### src/design/lds_pkg.sv
// ----------------------------------------------------------------------------
// lds_pkg
// shared types and constants for the linear diophantine solver
// ----------------------------------------------------------------------------
package lds_pkg;

  localparam int WIDTH = 32;
  // bezout coefficients need one bit more than the magnitudes
  localparam int CW    = WIDTH + 1;
  localparam int CNT_W = $clog2(WIDTH + 1);

  typedef struct packed {
    logic signed [31:0] coef_a;
    logic signed [31:0] coef_b;
    logic signed [31:0] rhs_c;
  } in_t;

  typedef struct packed {
    logic signed [31:0] sol_x;
    logic signed [31:0] sol_y;
    logic               solvable;
  } out_t;

  typedef enum logic [3:0] {
    ST_IDLE,
    ST_EUC_START,
    ST_EUC_WAIT,
    ST_MUL_U,
    ST_MUL_V,
    ST_UPDATE,
    ST_SCL_START,
    ST_SCL_WAIT,
    ST_MUL_X,
    ST_MUL_Y,
    ST_OUT
  } state_t;

endpackage

### src/design/lds_div.sv
// ----------------------------------------------------------------------------
// lds_div
// restoring unsigned divider, one quotient bit per cycle
// ----------------------------------------------------------------------------
module lds_div (
  input  logic                      clk,
  input  logic                      rst_n,
  input  logic                      start,
  input  logic [lds_pkg::WIDTH-1:0] dividend,
  input  logic [lds_pkg::WIDTH-1:0] divisor,
  output logic                      done,
  output logic [lds_pkg::WIDTH-1:0] quot,
  output logic [lds_pkg::WIDTH-1:0] rem
);

  logic                      busy_r, busy_nxt;
  logic [lds_pkg::CNT_W-1:0] cnt_r, cnt_nxt;
  logic [lds_pkg::WIDTH-1:0] quo_r, quo_nxt;
  logic [lds_pkg::WIDTH-1:0] rem_r, rem_nxt;
  logic [lds_pkg::WIDTH-1:0] den_r, den_nxt;
  logic [lds_pkg::WIDTH:0]   shifted;
  logic [lds_pkg::WIDTH:0]   diff;

  assign shifted = {rem_r, quo_r[lds_pkg::WIDTH-1]};
  assign diff    = shifted - {1'b0, den_r};

  always_comb begin
    busy_nxt = busy_r;
    cnt_nxt  = cnt_r;
    quo_nxt  = quo_r;
    rem_nxt  = rem_r;
    den_nxt  = den_r;
    if (start) begin
      busy_nxt = 1'b1;
      cnt_nxt  = lds_pkg::CNT_W'(lds_pkg::WIDTH);
      quo_nxt  = dividend;
      rem_nxt  = '0;
      den_nxt  = divisor;
    end else if (busy_r) begin
      if (cnt_r == '0) begin
        busy_nxt = 1'b0;
      end else begin
        cnt_nxt = cnt_r - 1'b1;
        if (!diff[lds_pkg::WIDTH]) begin
          rem_nxt = diff[lds_pkg::WIDTH-1:0];
          quo_nxt = {quo_r[lds_pkg::WIDTH-2:0], 1'b1};
        end else begin
          rem_nxt = shifted[lds_pkg::WIDTH-1:0];
          quo_nxt = {quo_r[lds_pkg::WIDTH-2:0], 1'b0};
        end
      end
    end
  end

  always_ff @(posedge clk) begin
    if (!rst_n) begin
      busy_r <= 1'b0;
      cnt_r  <= '0;
    end else begin
      busy_r <= busy_nxt;
      cnt_r  <= cnt_nxt;
    end
    quo_r <= quo_nxt;
    rem_r <= rem_nxt;
    den_r <= den_nxt;
  end

  assign done = busy_r && (cnt_r == '0);
  assign quot = quo_r;
  assign rem  = rem_r;

endmodule

### src/design/linear_diophantine_solver.sv
// ----------------------------------------------------------------------------
// linear_diophantine_solver
// one integer solution of a*x + b*y = c by iterative extended euclid
// ----------------------------------------------------------------------------
// sequence: each euclid step runs a start, the shared divider, two
//   multiplies and an update; final scaling (a divide and, if it divides
//   evenly, two multiplies) follows before the result is offered; at most about 46 steps; a
//   both-zero input offers its result the cycle after acceptance
// one transaction at a time: no new input is taken until the result is taken
// reset: synchronous active-low rst_n returns the sequencer to idle with no
//   result pending
module linear_diophantine_solver (
  input  logic           clk,
  input  logic           rst_n,
  input  logic           in_valid,
  output logic           in_stall,
  input  lds_pkg::in_t   in_data,
  output logic           out_valid,
  input  logic           out_stall,
  output lds_pkg::out_t  out_data
);

  lds_pkg::state_t state_r, state_nxt;

  // euclid remainders and bezout coefficients
  logic [lds_pkg::WIDTH-1:0]     r0_r, r0_nxt, r1_r, r1_nxt;
  logic signed [lds_pkg::CW-1:0] cu_r, cu_nxt, cv_r, cv_nxt;
  logic signed [lds_pkg::CW-1:0] nu_r, nu_nxt, nv_r, nv_nxt;
  // quotient and remainder of the current step
  logic [lds_pkg::WIDTH-1:0]     k_r, k_nxt, kr_r, kr_nxt;
  logic [lds_pkg::CW-1:0]        pu_r, pu_nxt, pv_r, pv_nxt;
  // signs of a, b and c, magnitude of c, and the scale factor c/g
  logic                          neg_a_r, neg_a_nxt, neg_b_r, neg_b_nxt;
  logic                          neg_c_r, neg_c_nxt;
  logic [lds_pkg::WIDTH-1:0]     cmag_r, cmag_nxt, s_r, s_nxt;
  lds_pkg::out_t                 res_r, res_nxt;

  // shared divider
  logic                      div_start, div_done;
  logic [lds_pkg::WIDTH-1:0] div_n, div_d, div_q, div_rm;

  // shared multiplier, low bits only (wrap-around arithmetic)
  logic [lds_pkg::CW-1:0]                mul_a;
  logic [lds_pkg::WIDTH-1:0]             mul_b;
  logic [lds_pkg::CW+lds_pkg::WIDTH-1:0] mul_full;
  logic [lds_pkg::CW-1:0]                mul_p;

  logic [lds_pkg::WIDTH-1:0] a_mag, b_mag, c_mag, x_low;

  assign mul_full = mul_a * mul_b;
  assign mul_p    = mul_full[lds_pkg::CW-1:0];
  assign x_low    = mul_p[lds_pkg::WIDTH-1:0];

  assign a_mag = in_data.coef_a[31] ? 32'(-in_data.coef_a) : in_data.coef_a;
  assign b_mag = in_data.coef_b[31] ? 32'(-in_data.coef_b) : in_data.coef_b;
  assign c_mag = in_data.rhs_c[31]  ? 32'(-in_data.rhs_c)  : in_data.rhs_c;

  lds_div u_div (
    .clk      (clk),
    .rst_n    (rst_n),
    .start    (div_start),
    .dividend (div_n),
    .divisor  (div_d),
    .done     (div_done),
    .quot     (div_q),
    .rem      (div_rm)
  );

  always_comb begin
    state_nxt = state_r;
    r0_nxt    = r0_r;
    r1_nxt    = r1_r;
    cu_nxt    = cu_r;
    cv_nxt    = cv_r;
    nu_nxt    = nu_r;
    nv_nxt    = nv_r;
    k_nxt     = k_r;
    kr_nxt    = kr_r;
    pu_nxt    = pu_r;
    pv_nxt    = pv_r;
    neg_a_nxt = neg_a_r;
    neg_b_nxt = neg_b_r;
    neg_c_nxt = neg_c_r;
    cmag_nxt  = cmag_r;
    s_nxt     = s_r;
    res_nxt   = res_r;
    div_start = 1'b0;
    div_n     = r0_r;
    div_d     = r1_r;
    mul_a     = nu_r;
    mul_b     = k_r;

    case (state_r)
      lds_pkg::ST_IDLE: begin
        if (in_valid) begin
          neg_a_nxt = in_data.coef_a[31];
          neg_b_nxt = in_data.coef_b[31];
          neg_c_nxt = in_data.rhs_c[31];
          cmag_nxt  = c_mag;
          r0_nxt    = a_mag;
          r1_nxt    = b_mag;
          cu_nxt    = lds_pkg::CW'(1);
          cv_nxt    = '0;
          nu_nxt    = '0;
          nv_nxt    = lds_pkg::CW'(1);
          if (a_mag == '0 && b_mag == '0) begin
            // only c == 0 has a solution, namely zero
            res_nxt.sol_x    = '0;
            res_nxt.sol_y    = '0;
            res_nxt.solvable = (in_data.rhs_c == '0);
            state_nxt        = lds_pkg::ST_OUT;
          end else if (b_mag == '0) begin
            state_nxt = lds_pkg::ST_SCL_START;
          end else begin
            state_nxt = lds_pkg::ST_EUC_START;
          end
        end
      end
      lds_pkg::ST_EUC_START: begin
        div_start = 1'b1;
        state_nxt = lds_pkg::ST_EUC_WAIT;
      end
      lds_pkg::ST_EUC_WAIT: begin
        if (div_done) begin
          k_nxt     = div_q;
          kr_nxt    = div_rm;
          state_nxt = lds_pkg::ST_MUL_U;
        end
      end
      lds_pkg::ST_MUL_U: begin
        pu_nxt    = mul_p;
        state_nxt = lds_pkg::ST_MUL_V;
      end
      lds_pkg::ST_MUL_V: begin
        mul_a     = nv_r;
        pv_nxt    = mul_p;
        state_nxt = lds_pkg::ST_UPDATE;
      end
      lds_pkg::ST_UPDATE: begin
        // step the recurrence; coefficients stay within CW bits
        cu_nxt = nu_r;
        nu_nxt = cu_r - $signed(pu_r);
        cv_nxt = nv_r;
        nv_nxt = cv_r - $signed(pv_r);
        r0_nxt = r1_r;
        r1_nxt = kr_r;
        state_nxt = (kr_r == '0) ? lds_pkg::ST_SCL_START : lds_pkg::ST_EUC_START;
      end
      lds_pkg::ST_SCL_START: begin
        // |c| / g with g in r0
        div_start = 1'b1;
        div_n     = cmag_r;
        div_d     = r0_r;
        state_nxt = lds_pkg::ST_SCL_WAIT;
      end
      lds_pkg::ST_SCL_WAIT: begin
        div_n = cmag_r;
        div_d = r0_r;
        if (div_done) begin
          if (div_rm != '0) begin
            res_nxt.sol_x    = '0;
            res_nxt.sol_y    = '0;
            res_nxt.solvable = 1'b0;
            state_nxt        = lds_pkg::ST_OUT;
          end else begin
            s_nxt     = neg_c_r ? 32'(-div_q) : div_q;
            state_nxt = lds_pkg::ST_MUL_X;
          end
        end
      end
      lds_pkg::ST_MUL_X: begin
        mul_a         = cu_r;
        mul_b         = s_r;
        res_nxt.sol_x = neg_a_r ? 32'(-x_low) : x_low;
        state_nxt     = lds_pkg::ST_MUL_Y;
      end
      lds_pkg::ST_MUL_Y: begin
        mul_a            = cv_r;
        mul_b            = s_r;
        res_nxt.sol_y    = neg_b_r ? 32'(-x_low) : x_low;
        res_nxt.solvable = 1'b1;
        state_nxt        = lds_pkg::ST_OUT;
      end
      lds_pkg::ST_OUT: begin
        if (!out_stall) begin
          state_nxt = lds_pkg::ST_IDLE;
        end
      end
      default: begin
        state_nxt = lds_pkg::ST_IDLE;
      end
    endcase
  end

  always_ff @(posedge clk) begin
    if (!rst_n) begin
      state_r <= lds_pkg::ST_IDLE;
    end else begin
      state_r <= state_nxt;
    end
    r0_r    <= r0_nxt;
    r1_r    <= r1_nxt;
    cu_r    <= cu_nxt;
    cv_r    <= cv_nxt;
    nu_r    <= nu_nxt;
    nv_r    <= nv_nxt;
    k_r     <= k_nxt;
    kr_r    <= kr_nxt;
    pu_r    <= pu_nxt;
    pv_r    <= pv_nxt;
    neg_a_r <= neg_a_nxt;
    neg_b_r <= neg_b_nxt;
    neg_c_r <= neg_c_nxt;
    cmag_r  <= cmag_nxt;
    s_r     <= s_nxt;
    res_r   <= res_nxt;
  end

  // busy from acceptance until the result transaction completes
  assign in_stall  = (state_r != lds_pkg::ST_IDLE);
  assign out_valid = (state_r == lds_pkg::ST_OUT);
  assign out_data  = res_r;

endmodule

### config.mk
export PLATFORM = sky130hd
export DESIGN_NAME = linear_diophantine_solver
export DESIGN_NICKNAME = d
export VERILOG_FILES = /design/src/design/lds_pkg.sv /design/src/design/lds_div.sv /design/src/design/linear_diophantine_solver.sv
export SDC_FILE = /design/constraint.sdc
export NUM_CORES = 2
export LEC_CHECK = 0
export ABC_AREA = 1
export BUFFER_PORTS_ARGS = -buffer_cell sky130_fd_sc_hd__buf_4
export CORE_MARGIN = 2
export CORE_UTILIZATION = 30
export CTS_CLUSTER_DIAMETER = 150
export DETAILED_ROUTE_END_ITERATION = 10
export MAX_ROUTING_LAYER = met4
export SLEW_MARGIN = 20
export SYNTH_ARGS = -nofsm -noshare
export SYNTH_HDL_FRONTEND = slang
export SYNTH_SLANG_ARGS = --single-unit
### constraint.sdc
create_clock -name clk -period 16.8 [get_ports clk]
set_input_delay 1.68 -clock clk [delete_from_list [all_inputs] [get_ports clk]]
set_output_delay 1.68 -clock clk [all_outputs]
set_load 0.02 [all_outputs]
; Yosys cells after proc, flatten, opt, wreduce, memory -nomap -nowiden
; Index checks and enable logic that the tools add are counted.
[totals]
register_bits = 565
in_bits = 100
elab_cells = 130
[classes]
addsub = 9
mul = 1
eq_ne = 17
mux = 47
n_bitwise = 3
reduce_logical = 27
[ops]
columns = op, n
row1 = $mux 32, 14
row2 = $pmux 33 s2, 4
row3 = $mux 65, 4
row4 = $pmux 33 s3, 2
row5 = $neg 32->32, 5
row6 = $logic_not 32->1, 4
row7 = $pmux 32 s2, 2
row8 = $pmux 32 s3, 1
row9 = $mux 33, 2
row10 = $sub 33x33->33, 2
row11 = $pmux 4 s11, 1
row12 = $mul 33x32->33, 1
row13 = $sub 33x32->33, 1
row14 = $reduce_bool 32->1, 1
row15 = $mux 31, 1
row16 = $mux 4, 5
row17 = $mux 6, 3
row18 = $eq 4x3->1 const B, 4
row19 = $ne 2x2->1 const B, 7
row20 = $eq 4x4->1 const B, 3
row21 = $reduce_and 2->1, 5
row22 = $reduce_and 5->1, 2
row23 = $eq 4x2->1 const B, 2
row24 = $reduce_or 2->1, 4
row25 = 14 further kinds, 24

; Logic depth before layout (Yosys ltp)
[logic_depth]
word_depth = 7
ltp_mapped = 46

; Hierarchy
; Synthesis repeated with hierarchy kept, for this count alone.
[hier_totals]
cells_unflattened = 6034
area_unflattened_um2 = 48686.7
[by_module_without_submodules]
columns = mod, instances, cells_per_inst, area_per_inst_um2, seq_area_each_um2
row1 = linear_diophantine_solver, 1, 4992, 41852.6, 13653.1
row2 = lds_div, 1, 1042, 6834.1, 2702.6

; Least setup slack after synthesis
; OpenSTA, ideal clock, no wires.
[synth_timing]
kind = input to register
start = input in_valid
end = register cu_r[0] (netlist bit), enable pin
t_arrival_ps = 15107
t_required_ps = 15788
slack_ps = 682
path_stages = 2
path_buffers = 0
cell_sequence = inv_1 o21ai_0
[synth_via]
elab_chain_len = 2
[synth_rtl]
columns = element, line_no
row1 = "start, declared", linear_diophantine_solver.sv:15  ; input logic in_valid,
row2 = $ne 2x2->1 (no source line), -
row3 = $reduce_and 2->1 (no source line), -
row4 = "end signal, assigned", linear_diophantine_solver.sv:203  ; cu_r <= cu_nxt;
row5 = "end, declared", linear_diophantine_solver.sv:27  ; logic signed [lds_pkg::CW-1:0] cu_r, cu_nxt, cv_r, cv_nxt;
; No other way between the ends.
; A chain may end at the register's enable or synchronous reset.

; Final worst setup path
[layout_timing]
start = register state_r[3]
end = register res_r, in the netlist out_data[61], data pin
[layout_via]
elab_chain_len = 7
[layout_rtl]
columns = element, line_no
row1 = "start, declared", linear_diophantine_solver.sv:23  ; lds_pkg::state_t state_r, state_nxt;
row2 = "start signal, assigned", linear_diophantine_solver.sv:197  ; state_r <= lds_pkg::ST_IDLE;
row3 = "start signal, assigned", linear_diophantine_solver.sv:199  ; state_r <= state_nxt;
row4 = $eq 4x4->1, linear_diophantine_solver.sv:93  ; case (state_r)
row5 = $reduce_or 2->1 (no source line), -
row6 = $mux 32, linear_diophantine_solver.sv:93
row7 = $mul 33x32->33 *, linear_diophantine_solver.sv:50  ; assign mul_full = mul_a * mul_b;
row8 = named net mul_full (one bit), linear_diophantine_solver.sv:45  ; logic [lds_pkg::CW+lds_pkg::WIDTH-1:0] mul_full;
row9 = $neg 32->32 *, linear_diophantine_solver.sv:174  ; res_nxt.sol_x = neg_a_r ? 32'(-x_low) : x_low;
row10 = $mux 32 *, linear_diophantine_solver.sv:174
row11 = $pmux 32 s3 *, linear_diophantine_solver.sv:93
row12 = "end signal, assigned", linear_diophantine_solver.sv:216  ; res_r <= res_nxt;
row13 = "end, declared", linear_diophantine_solver.sv:36  ; lds_pkg::out_t res_r, res_nxt;
; Mark *: on every way through the listed nets, which the timed path passes. The rest lies on a longest branch.

==> results.md <==
- Status: finished clean
- H-tree depth: 3
- Synth Register Bits: around 560
- Gr ovfl total: 0
- Reg clk slew, reported paths: ~70 ps
- Overall routed net length: between 150 and 200 mm
- Initial antenna violation count: 4
- Reg2reg start: state_r[3]$_SDFFE_PN0P_
- Critical path buffers and inverters: 10
- Core area: approximately 0.16 mm^2
- Ys flop type: edfxtp_1
- Setup crit end kind: register
- Chip height: 402 um
- Share of layout cells above drive strength 1: 7.09%
- Clk_lat worst skew: slightly below 700 ps
- F_max: just under 90 MHz
- DR iter-0 viols: between 3,000 and 4,000
- Synth warn: 0
- CP delay by family, top: adder cells
- CP Max Fanout: ~40
- Die ar.: 0.162 mm^2
- Post-layout minimum cycle time: 11,520 ps
- Final period util: between 60% and 70%
- Post-route DRC: 0
- DR vias: between 30,000 and 40,000
- Row count: about 150
- CTS root buf: clkbuf_16
- WL per Instance: a little over 20 um
- Net count, final: 6,504
- Syn nets: ~6,400
- Worst-Margin Slew: between 1000 and 1500 ps
- Hold_buf cts: 0
- Post-synth EDFFs: roughly 520
- CP arrival: approximately 12,000 ps
- Largest stage delay, worst path: just over 900 ps
- Vias in the first global route: 38,515
- Port buffer count: around 170
- Max_cap viols: 0
- Ports: 167
- Rel. slew slack: a little over a quarter
- Largest net degree at the start of global routing: between 80 and 90
- TritonCTS buffer count: between 60 and 70
- Total clock sinks: approximately 560
- Post-route antenna net violation count: 0
- Synth Cell Area: 0.0476 mm^2
- Required @ worst endpoint: 17,240 ps
- Seq/Total Area, Yosys: about a third
- CP Launch Type: register
- Slowest-stage cell, CP: inv_2
- DRT Pass-1 Iters: 6
- CP dominant cell by count: fa_1
- Cells after synthesis: approximately 5,600
- Total setup buffers inserted after CTS: 0
- Setup TNS: 0 ps
- Skew final: between 20 and 25 ps
- Area Growth Syn to Fin: 12.0%
- Initial Util: 30.1%
- HP Class: register to register
- Ys async rst share: 0%
- GP Congestion: 0.968
- Hold WS: roughly 470 ps
- Avg Inst Size Synth: between 8 and 9 um^2
- Final hold violations: 0
- Post_cts resized: 0
- Setup violators final: 0
- Fin. max-slew vios: 0
- CTS tree: done
- Hold path startpoint: u_div.cnt_r[0]$_SDFFE_PP0P_
- Synth unique cells: between 60 and 70
- HPWL after detailed placement: around 130 mm
- Longest Clk Path Bufs: 3
- Crit. Startpoint: state_r[3]$_SDFFE_PN0P_
- First-pass GRT wire length: roughly 250 mm
- GRT Total Usage: between 20% and 30%
- Die extent in x: around 400 um
- Crit Path Class: register to register
- Vias per inst: a little under 5
- RSZ-0062 raised after global routing: no
[per-stage QoR]
stage / instances / cell area [um^2] / setup WS (ps) / util (%)
after global routing: 7896 / 53300 / 4720 / 33.8
after global placement: 7773 / 51200 / 5550 / 32.4
after CTS: 7894 / 53300 / 5430 / 33.8
after detailed placement: 7773 / 51200 / 5480 / 32.4
final: 7897 / 53300 / 5280 / 33.8
after floorplan: 5646 / 47600 / 682 / -
[synth_stat cells, types with 19 or more instances]
library cell / n / area, um^2
xor2_1: 134 / 1170
ha_1: 224 / 2800
a31oi_1: 22 / 138
o21ai_0: 287 / 1440
fa_1: 411 / 8230
o21ai_2: 19 / 166
o21ai_1: 24 / 120
inv_1: 1086 / 4080
o211ai_1: 68 / 510
nand2_1: 1102 / 4140
clkbuf_1: 123 / 462
dfxtp_1: 43 / 861
a21oi_1: 243 / 1220
nor4_1: 29 / 181
inv_2: 20 / 75.1
nor2_1: 670 / 2510
nor3_1: 69 / 345
edfxtp_1: 516 / 15500
nand3_1: 209 / 1050
o21a_1: 29 / 218
nand4_1: 59 / 369
xnor2_1: 57 / 499
[registers in the layout, indices dropped and copies added, names as in the netlist, 6 cells and up]
| register | flops |
|---|---|
| out_data | 65 |
| cmag_r | 32 |
| cu_r | 32 |
| cv_r | 32 |
| k_r | 32 |
| kr_r | 32 |
| nu_r | 32 |
| nv_r | 32 |
| pu_r | 32 |
| pv_r | 32 |
| r0_r | 32 |
| r1_r | 32 |
| s_r | 32 |
| u_div.den_r | 32 |
| u_div.quot | 32 |
| u_div.rem | 32 |
| u_div.cnt_r | 6 |
[layout by cell type, fill, tap and decap left out, types with 11 or more instances in the layout]
cell | Yosys | layout
nand3b_1 | 11 | 11
o21ai_1 | 24 | 25
o211ai_1 | 68 | 68
buf_4 | 8 | 221
a21oi_1 | 243 | 243
o21ai_0 | 287 | 285
edfxtp_1 | 516 | 516
xnor2_1 | 57 | 57
inv_2 | 20 | 20
nor3b_1 | 11 | 11
o21bai_1 | 14 | 14
dfxtp_1 | 43 | 43
nand3_1 | 209 | 209
ha_1 | 224 | 224
o21ai_2 | 19 | 19
a31oi_1 | 22 | 22
o31ai_1 | 15 | 15
nor4_1 | 29 | 28
fa_1 | 411 | 411
xor2_1 | 134 | 133
nor3_1 | 69 | 65
nand2_1 | 1102 | 1099
nand4_1 | 59 | 59
o21a_1 | 29 | 29
inv_1 | 1086 | 1085
nor2_1 | 670 | 666
clkbuf_16 | 0 | 66
clkinv_1 | 12 | 26
clkbuf_1 | 123 | 15
a21boi_0 | 14 | 14
[worst register-to-register path: cells and delay by family (launching register included)]
family | cells | cell delay (ps)
AOI/OAI and AO/OA | 1 | 110
xor gates and xnor gates | 1 | 700
adders and majority gates | 9 | 4320
buffers and inverters | 10 | 2160
DFF | 1 | 620
and+or+nand+nor | 15 | 3370
[path summary, 6_finish.rpt]
| path | end | slack [ps] | cells after the start |
|---|---|---|---|
| max | out_data[61]$_SDFFCE_PP0P_ | 5280 | 36 |
| min | u_div.cnt_r[0]$_SDFFE_PP0P_ | 470 | 2 |
| max reg2reg | out_data[61]$_SDFFCE_PP0P_ | 5280 | 36 |
| min reg2reg | u_div.cnt_r[0]$_SDFFE_PP0P_ | 470 | 2 |
[final cells by class]
| type | instances | area (um^2) |
|---|---|---|
| flip-flops and latches | 559 | 16400 |
| multi-input cells | 3803 | 26400 |
| repair buffers | 221 | 1660 |
| fillers | 16271 | 105000 |
| clock buffers | 82 | 1720 |
| inverters | 1118 | 4200 |
| clock inverters | 39 | 387 |
| well taps | 2072 | 2590 |
| diodes | 3 | 7.51 |
[metal layers]
layer	global-route usage, %	wire, um	vias to the layer above
met2	32.4	75400	1531
met3	3.10	12400	215
met1	27.7	70500	19283
li1	-	-	18215
met4	5.62	4650	0
met5	-	0	-
[logic make-up after synthesis]
logic type / after synthesis / synth area share (%)
flip-flops: 559 / 34.4
adder cells (fa/ha/maj): 635 / 23.2
AND/OR/NAND/NOR: 2208 / 19.3
buffers and inverters: 1284 / 10.4
XOR/XNOR: 191 / 3.51
AO/OA/AOI/OAI: 769 / 9.32
Power is left out: the tool's default activity adds up to more than one toggle a clock period on the data nets, which glitch-free logic cannot reach.
